## src/haversine_great_circle_distance_assert.svh

```systemverilog
// ----------------------------------------------------------------------------
// Haversine distance assertion macros
// Shared property templates for the distance pipeline checks.
// ----------------------------------------------------------------------------
`ifndef HAVERSINE_GREAT_CIRCLE_DISTANCE_ASSERT_SVH
`define HAVERSINE_GREAT_CIRCLE_DISTANCE_ASSERT_SVH

// Same-cycle implication, disabled while reset is high.
`define HVD_ASSERT_IMPLY(label, clk, rst, pre, post) \
   label: assert property (@(posedge clk) disable iff (rst) (pre) |-> (post)) \
      else $error("haversine distance assertion failed");

// Next-cycle implication, disabled while reset is high.
`define HVD_ASSERT_NEXT(label, clk, rst, pre, post) \
   label: assert property (@(posedge clk) disable iff (rst) (pre) |=> (post)) \
      else $error("haversine distance assertion failed");

`endif

```

## src/hvd_pkg.sv

```systemverilog
// ----------------------------------------------------------------------------
// Haversine distance package
// Field widths, fixed-point constants and the CORDIC arctangent table.
// ----------------------------------------------------------------------------
package hvd_pkg;

   localparam int ANGLE_FRAC_BITS   = 20;
   localparam int CORDIC_ITERATIONS = 24;

   localparam int LAT_W    = 28;
   localparam int LON_W    = 29;
   localparam int RADIUS_W = 24;
   localparam int DIST_W   = 26;

   // Integer square root of a Q60 radicand: one result bit per step.
   localparam int SQ_W     = 62;
   localparam int SQ_STEPS = 31;
   localparam int ROOT_W   = 31;

   localparam logic [RADIUS_W-1:0] RADIUS_RESET = 24'd6523904;
   localparam logic [DIST_W-1:0]   DIST_MAX     = 26'd52707178;
   localparam logic [30:0]         DEG2RAD_Q36  = 31'd1199381129;
   localparam logic [29:0]         GAIN_INV     = 30'd652032874;
   localparam logic [30:0]         Q30_ONE      = 31'h4000_0000;

   // atan(2^-i) in Q30 radians, truncated.
   function automatic logic [31:0] atan_q30(input int i);
      case (i)
         0:       return 32'h3243F6A8;
         1:       return 32'h1DAC6705;
         2:       return 32'h0FADBAFC;
         3:       return 32'h07F56EA6;
         4:       return 32'h03FEAB76;
         5:       return 32'h01FFD55B;
         6:       return 32'h00FFFAAA;
         7:       return 32'h007FFF55;
         8:       return 32'h003FFFEA;
         9:       return 32'h001FFFFD;
         10:      return 32'h000FFFFF;
         11:      return 32'h0007FFFF;
         12:      return 32'h0003FFFF;
         13:      return 32'h0001FFFF;
         14:      return 32'h0000FFFF;
         15:      return 32'h00007FFF;
         16:      return 32'h00003FFF;
         17:      return 32'h00001FFF;
         18:      return 32'h00000FFF;
         19:      return 32'h000007FF;
         20:      return 32'h000003FF;
         21:      return 32'h000001FF;
         22:      return 32'h000000FF;
         23:      return 32'h0000007F;
         24:      return 32'h0000003F;
         25:      return 32'h0000001F;
         26:      return 32'h0000000F;
         27:      return 32'h00000008;
         28:      return 32'h00000004;
         29:      return 32'h00000002;
         30:      return 32'h00000001;
         default: return 32'h00000000;
      endcase
   endfunction

endpackage

```

## src/hvd_isqrt.sv

```systemverilog
// ----------------------------------------------------------------------------
// Pipelined integer square root
// Floor square root, one result bit per register stage, with a side tag.
// ----------------------------------------------------------------------------
module hvd_isqrt #(
   parameter int TAG_W = 1
) (
   input  logic                        clock,
   input  logic                        reset,
   input  logic                        enable,
   input  logic                        in_valid,
   input  logic [hvd_pkg::SQ_W-1:0]    in_radicand,
   input  logic [TAG_W-1:0]            in_tag,
   output logic                        out_valid,
   output logic [hvd_pkg::ROOT_W-1:0]  out_root,
   output logic [TAG_W-1:0]            out_tag
);

   localparam int W     = hvd_pkg::SQ_W;
   localparam int STEPS = hvd_pkg::SQ_STEPS;

   logic [W-1:0]     rem_ff [0:STEPS-1];
   logic [W-1:0]     rem_in [0:STEPS-1];
   logic [W-1:0]     acc_ff [0:STEPS-1];
   logic [W-1:0]     acc_in [0:STEPS-1];
   logic [TAG_W-1:0] tag_ff [0:STEPS-1];
   logic [STEPS-1:0] vld_ff;
   logic [STEPS-1:0] vld_in;

   for (genvar k = 0; k < STEPS; k++) begin : g_step
      localparam logic [W-1:0] BIT = W'(1) << (2 * (STEPS - 1 - k));
      logic [W-1:0] rem_prev;
      logic [W-1:0] acc_prev;
      logic [W-1:0] trial;
      logic         take;
      if (k == 0) begin : g_first
         assign rem_prev = in_radicand;
         assign acc_prev = '0;
      end else begin : g_next
         assign rem_prev = rem_ff[k-1];
         assign acc_prev = acc_ff[k-1];
      end
      assign trial     = acc_prev + BIT;
      assign take      = (rem_prev >= trial);
      assign rem_in[k] = take ? rem_prev - trial : rem_prev;
      assign acc_in[k] = take ? (acc_prev >> 1) + BIT : acc_prev >> 1;
   end

   assign vld_in = {vld_ff[STEPS-2:0], in_valid};

   always_ff @(posedge clock) begin
      if (reset) begin
         vld_ff <= '0;
      end else if (enable) begin
         vld_ff <= vld_in;
      end
   end

   always_ff @(posedge clock) begin
      if (enable) begin
         for (int k = 0; k < STEPS; k++) begin
            rem_ff[k] <= rem_in[k];
            acc_ff[k] <= acc_in[k];
         end
         tag_ff[0] <= in_tag;
         for (int k = 1; k < STEPS; k++) begin
            tag_ff[k] <= tag_ff[k-1];
         end
      end
   end

   assign out_valid = vld_ff[STEPS-1];
   assign out_root  = hvd_pkg::ROOT_W'(acc_ff[STEPS-1]);
   assign out_tag   = tag_ff[STEPS-1];

endmodule

```

## config.mk

```make
export PLATFORM = sky130hd
export DESIGN_NAME = hvd_isqrt
export DESIGN_NICKNAME = d
export VERILOG_FILES = /design/src/haversine_great_circle_distance_assert.svh /design/src/hvd_pkg.sv /design/src/hvd_isqrt.sv
export SDC_FILE = /design/constraint.sdc
export NUM_CORES = 2
export LEC_CHECK = 0
export ABC_CLOCK_PERIOD_IN_PS = 4800
export BUFFER_PORTS_ARGS = -buffer_cell sky130_fd_sc_hd__buf_4
export CORE_MARGIN = 2
export CORE_UTILIZATION = 50
export DETAILED_ROUTE_END_ITERATION = 10
export PLACE_DENSITY = 0.69
export REMOVE_ABC_BUFFERS = 1
export SETUP_SLACK_MARGIN = 0.05
export SLEW_MARGIN = 20
export SYNTH_ARGS = -nofsm -noshare
export SYNTH_HDL_FRONTEND = slang
export SYNTH_SLANG_ARGS = --single-unit
```

## constraint.sdc

```tcl
create_clock -name clock -period 4.8 [get_ports clock]
set_input_delay 0.72 -clock clock [delete_from_list [all_inputs] [get_ports clock]]
set_output_delay 0.72 -clock clock [all_outputs]
set_load 0.01 [all_outputs]
```

* Word level (Yosys, flattened, before mapping)
Memories as Yosys holds them, arrays and structs flattened.
Cells that the tools add are included.
** Word-level totals
- Register bits :: 31
- Memories kept :: 3
- Output and inout port bits :: 33
- RAM bits :: 3875
- Input port bits :: 67
- Word-level logic and storage cells :: 190
** Memory list
- acc_ff :: words 31, bits a word 62, rd ports 31, clocked after Yosys merged registers in 0, wr ports 31, RTL line hvd_isqrt.sv:24 : logic [W-1:0] acc_ff [0:STEPS-1];
- rem_ff :: words 31, bits a word 62, rd ports 30, clocked after Yosys merged registers in 0, wr ports 31, RTL line hvd_isqrt.sv:22 : logic [W-1:0] rem_ff [0:STEPS-1];
- tag_ff :: words 31, bits a word 1, rd ports 31, clocked after Yosys merged registers in 0, wr ports 31, RTL line hvd_isqrt.sv:26 : logic [TAG_W-1:0] tag_ff [0:STEPS-1];
** Cells by class
- Add/subtract/negate cells :: 91
- Mux-type cells :: 64
- $lt $le $gt $ge :: 31
** Operators by type and width (count)
- $mux W62 :: 61
- $ge A62 B62 Y1 :: 30
- $sub A62 B62 Y62 :: 30
- $add A61 B1 Y62 const B :: 1
- $add A61 B11 Y62 const B :: 1
- $add A61 B13 Y62 const B :: 1
- $add A61 B15 Y62 const B :: 1
- $add A61 B17 Y62 const B :: 1
- $add A61 B19 Y62 const B :: 1
- $add A61 B21 Y62 const B :: 1
- $add A61 B23 Y62 const B :: 1
- $add A61 B25 Y62 const B :: 1
- $add A61 B27 Y62 const B :: 1
- $add A61 B29 Y62 const B :: 1
- $add A61 B3 Y62 const B :: 1
- $add A61 B31 Y62 const B :: 1
- $add A61 B33 Y62 const B :: 1
- $add A61 B35 Y62 const B :: 1
- $add A61 B37 Y62 const B :: 1
- $add A61 B39 Y62 const B :: 1
- $add A61 B41 Y62 const B :: 1
- $add A61 B43 Y62 const B :: 1
- $add A61 B45 Y62 const B :: 1
- $add A61 B47 Y62 const B :: 1
- 43 further kinds :: 44

* Depth between registers and ports, before layout
An unclocked memory read counts as a cell.
- Word-level depth :: 4
- Gate-level depth with buffers :: 15
- Depth with buffers taken out :: 13

* Worst setup path after synthesis
OpenSTA, ideal clock, no wires.
- Path type :: register to register
- From :: memory rem_ff[1][357] (netlist name)
- To :: memory rem_ff[1][416] (netlist name) (data pin)
- Stages on the path, launching flop included :: 12
- Required time :: 4529 ps
- Setup slack :: 1304 ps
- Buffers on the path :: 1
- Clock period less this slack :: 3496 ps
- Setup time :: 271 ps
- Arrival time :: 3224 ps
- Path through :: edfxtp_1 or4_4 or4_4 or4_1 or4b_1 nor2_1 o21a_1 buf_4 inv_2 o311ai_1 nor4_1 xor2_1
** RTL lines (RTL line)
- from (decl) :: hvd_isqrt.sv:22

==> impl_metrics.csv <==
group,metric,value,unit
clock_network,clock-root-buffer,"clkbuf_16",
setup_path,start_kind,"flip-flop",
drt,drc,0,
timing,layout_setup_ws,0.638,ns
die,pin_count,100,
setup_path,crit_chain,"or3_1 > nor4_2 > buf_4 > nand4_1 > or4_1 > o21ai_1 > a21boi_0 > nand2_1 > nor4b_1 > xor2_1",
cells_and_area,fin_util,56.4,%
clock_network,cts_tree,"yes",
timing,drv_slew,0,
drt,wirelength,296000,µm
place,hpwl,222000,µm
die,die_x,483,µm
setup_path,path_max_fanout,5,
setup_path,cp-end-kind,"flip-flop",
yosys,async_flop_share,0,%
yosys,synth_edf_count,2387,
setup_path,crit_slowest_cell,"or4_1",
setup_path,path_class,"reg2reg",
outcome,status,"complete, no violations",
min_path,hp-class,"in2reg",
die,core-area,228000,µm²
yosys,ys_warn_count,0,
cells_and_area,design_area,128000,µm²
timing,period_needed,4.16,ns
drt,wl_met1,120000,µm
yosys,ys_types,82,
cells_and_area,fin_cells,12625,
drt,wl_met3,17800,µm
min_path,hold_start,"in_valid",
drt,drt_iter0_drc,7816,
setup_path,critPathTopFamily,"simple AND/OR/NAND/NOR gates",
setup_path,cp.required,5.44,ns
pwr,power.density,481,nW/µm²
cells_and_area,syn_to_final_growth,12.0,%
timing,slew_headroom,26.2,%
timing,setup_viol,0,
cells_and_area,drive_above_1_share,7.36,%
run,cap_violations,0,
drt,highest_layer,"met5",
place,dpl.cell_count,12087,
clock_network,htreeDepth,5,
setup_path,critPathMaxStageDelay,0.80,ns
place,pre_cts_ws,0.649,ns
place,placed_cell_area,119000,µm²
die,rows,175,
timing,tightest_slew,1.10,ns
timing,hold_viol,0,
timing,finalCritPeriodShare,86.7,%
place,routabilityCongestion,1.06,
drt,ant_nets,0,
yosys,syn_area_per_cell,12.6,µm²
die,die_area,233000,µm²
place,port-buffer-count,99,
global_routing,track_usage,25.0,%
clock_network,cts_sinks,2418,
yosys,synthesis.instances,9085,
pwr,finalPower,0.0618,W
yosys,synth_seq_area_share,63.1,%
timing,fin_skew,0.0782,ns
global_routing,grt_pass1_wl,441000,µm
cells_and_area,nets,10007,
global_routing,grt_pass1_vias,71577,
yosys,synth_seq_cells,2418,
clock_network,clock_latency,0.93,ns
die,die_h,483,µm
clock_network,clkSlewWorstSetupHoldPaths,0.06,ns
pwr,leakagePower,48.4,nW
drt,dr_wl_met2,146000,µm
drt,wl_per_cell,23.5,µm
clock_network,numCtsBuffers,274,
die,initial_core_util,50.3,%
yosys,syn_area,115000,µm²
drt,avgViaCountPerCell,5.86,
setup_path,path_buf_inv,1,
global_routing,overflow,0,
setup_path,worstPathArrival,4.80,ns
drt,vias,73978,
global_routing,antenna_found_initial,8,
global_routing,grt_max_degree,158,
clock_network,cts_buffer_depth,4,
clock_network,cts_resized,0,
yosys,ys.flop_type,"edfxtp_1",
setup_path,critPathLaunch,"rem_ff[1][794]$_DFFE_PP_",
timing,fmax,0.240,GHz
timing,rsz0062_at_grt,"no",
drt,dr.pass1.iters,8,
pwr,irDropWorstVdd,0.374,mV
setup_path,r2r-start,"rem_ff[1][794]$_DFFE_PP_",
## path summary, 6_finish.rpt
| kind | cells past startpoint | to | slack, ns |
|---|---|---|---|
| max | 10 | rem_ff[1][848]$_DFFE_PP_ | 0.64 |
| min reg2reg | 0 | tag_ff[13]$_DFFE_PP_ | 0.38 |
| min | 3 | vld_ff[0]$_SDFFE_PP0P_ | 0.11 |
| max reg2reg | 10 | rem_ff[1][848]$_DFFE_PP_ | 0.64 |
## per-stage QoR
step | hold slack, ns | setup TNS (ns)
floorplan | 0.400 | -61.54
global placement | 0.404 | 0
detailed placement | 0.405 | 0
CTS | 0.0563 | 0
global route | 0.116 | 0
finish | 0.113 | 0
## cells in the final DEF (no fill, tap or decap), types with 27 or more instances in the layout
cell type	n
mux2i_1	41
clkinv_2	38
a31oi_1	44
nor2b_1	72
or2_2	31
clkbuf_16	280
dlygate4sd3_1	61
buf_4	178
or4_1	59
a211oi_1	37
a21o_1	208
o21bai_1	49
nand2b_1	92
nor4_1	312
xnor2_1	414
and2_1	32
mux2_2	74
o211ai_1	27
a21oi_1	542
dfxtp_1	31
clkbuf_1	49
nand3_1	153
ha_1	525
edfxtp_1	2387
o21ai_0	404
clkinv_1	49
inv_1	673
nor3_1	254
and3_1	50
nand4_1	168
nand2_1	561
xor2_1	405
o31ai_1	39
a21boi_0	31
nor2_1	634
nor4b_1	49
or3_1	104
nor3b_1	28
o21a_1	104
## Yosys cell counts, drive strengths merged, types with 9 or more instances
| cell type | count | area share, % |
|---|---|---|
| nand2 | 561 | 1.8 |
| nand4 | 168 | 0.92 |
| o211ai | 28 | 0.19 |
| and4 | 20 | 0.15 |
| a21oi | 542 | 2.4 |
| nor2 | 635 | 2.1 |
| a2111oi | 12 | 0.092 |
| inv | 676 | 2.2 |
| a211o | 12 | 0.092 |
| a221oi | 12 | 0.092 |
| o21bai | 49 | 0.32 |
| nor3 | 256 | 1.1 |
| nor4b | 49 | 0.37 |
| and3 | 50 | 0.27 |
| nor4 | 314 | 1.7 |
| nor3b | 28 | 0.18 |
| dfxtp | 31 | 0.54 |
| o21ai | 412 | 1.8 |
| o21a | 104 | 0.68 |
| a31oi | 45 | 0.25 |
| nand3b | 20 | 0.13 |
| a21boi | 31 | 0.20 |
| xor2 | 405 | 3.1 |
| buf | 61 | 0.32 |
| nand4b | 21 | 0.16 |
| nor2b | 72 | 0.39 |
| mux2i | 41 | 0.36 |
| ha | 525 | 5.7 |
| a211oi | 37 | 0.24 |
| a31o | 10 | 0.076 |
| and2 | 32 | 0.17 |
| nand3 | 153 | 0.67 |
| a21o | 208 | 1.4 |
| or4 | 61 | 0.41 |
| clkbuf | 140 | 0.46 |
| or2 | 32 | 0.17 |
| o2111ai | 9 | 0.069 |
| o41ai | 10 | 0.076 |
| mux2 | 74 | 0.73 |
| o31ai | 39 | 0.26 |
| nand2b | 92 | 0.50 |
| edfxtp | 2387 | 63 |
| or3 | 104 | 0.57 |
| xnor2 | 414 | 3.2 |
## flip-flops by register name (all words and copies together) (netlist names)
| name | cells |
|---|---|
| acc_ff | 496 |
| rem_ff | 1860 |
| tag_ff | 31 |
| vld_ff | 31 |
## layer usage
layer / up-vias / GRT usage (%)
met1: 36152 / 32.2
met3: 580 / 3.51
met2: 2659 / 42.6
li1: 34581 / -
met5: - / 0
met4: 6 / 10.4
## worst min-delay path, cell delays in order
cell and delay (ns):
buf_4 0.09, mux2i_1 0.06, nor2_1 0.07
## logic make-up after synthesis
logic type,synth area share (%)
AO/OA/AOI/OAI,8.80
AND/OR/NAND/NOR,12.0
multiplexers,1.09
buffers and inverters,2.99
flip-flops,63.1
XOR/XNOR,6.26
adder cells (fa/ha/maj),5.73
## where the power goes
part	internal (W)	switching [W]	leakage, nW	total, W
logic	0.00503	0.00745	21.1	0.0125
registers	0.0267	0.00246	23.2	0.0292
clock network	0.0119	0.00823	4.16	0.0202
total	0.0437	0.0181	48.4	0.0618
## what timing repair did
| item | CTS | global route |
|---|---|---|
| hold endpoints to repair | 61 | 0 |
| hold buffers | 61 | 0 |
| buffers inserted | 0 | 0 |
## cell type report
class,instances,area (µm²)
fillers,18316,99300
flip-flops and latches,2418,72300
multi-input cells,5790,39000
clock buffers,332,7230
well taps,3009,3760
inverters,676,2540
repair buffers,255,2270
clock inverters,139,1330
diodes,6,15.0
Note: power is estimated with default switching activity, not from simulation.
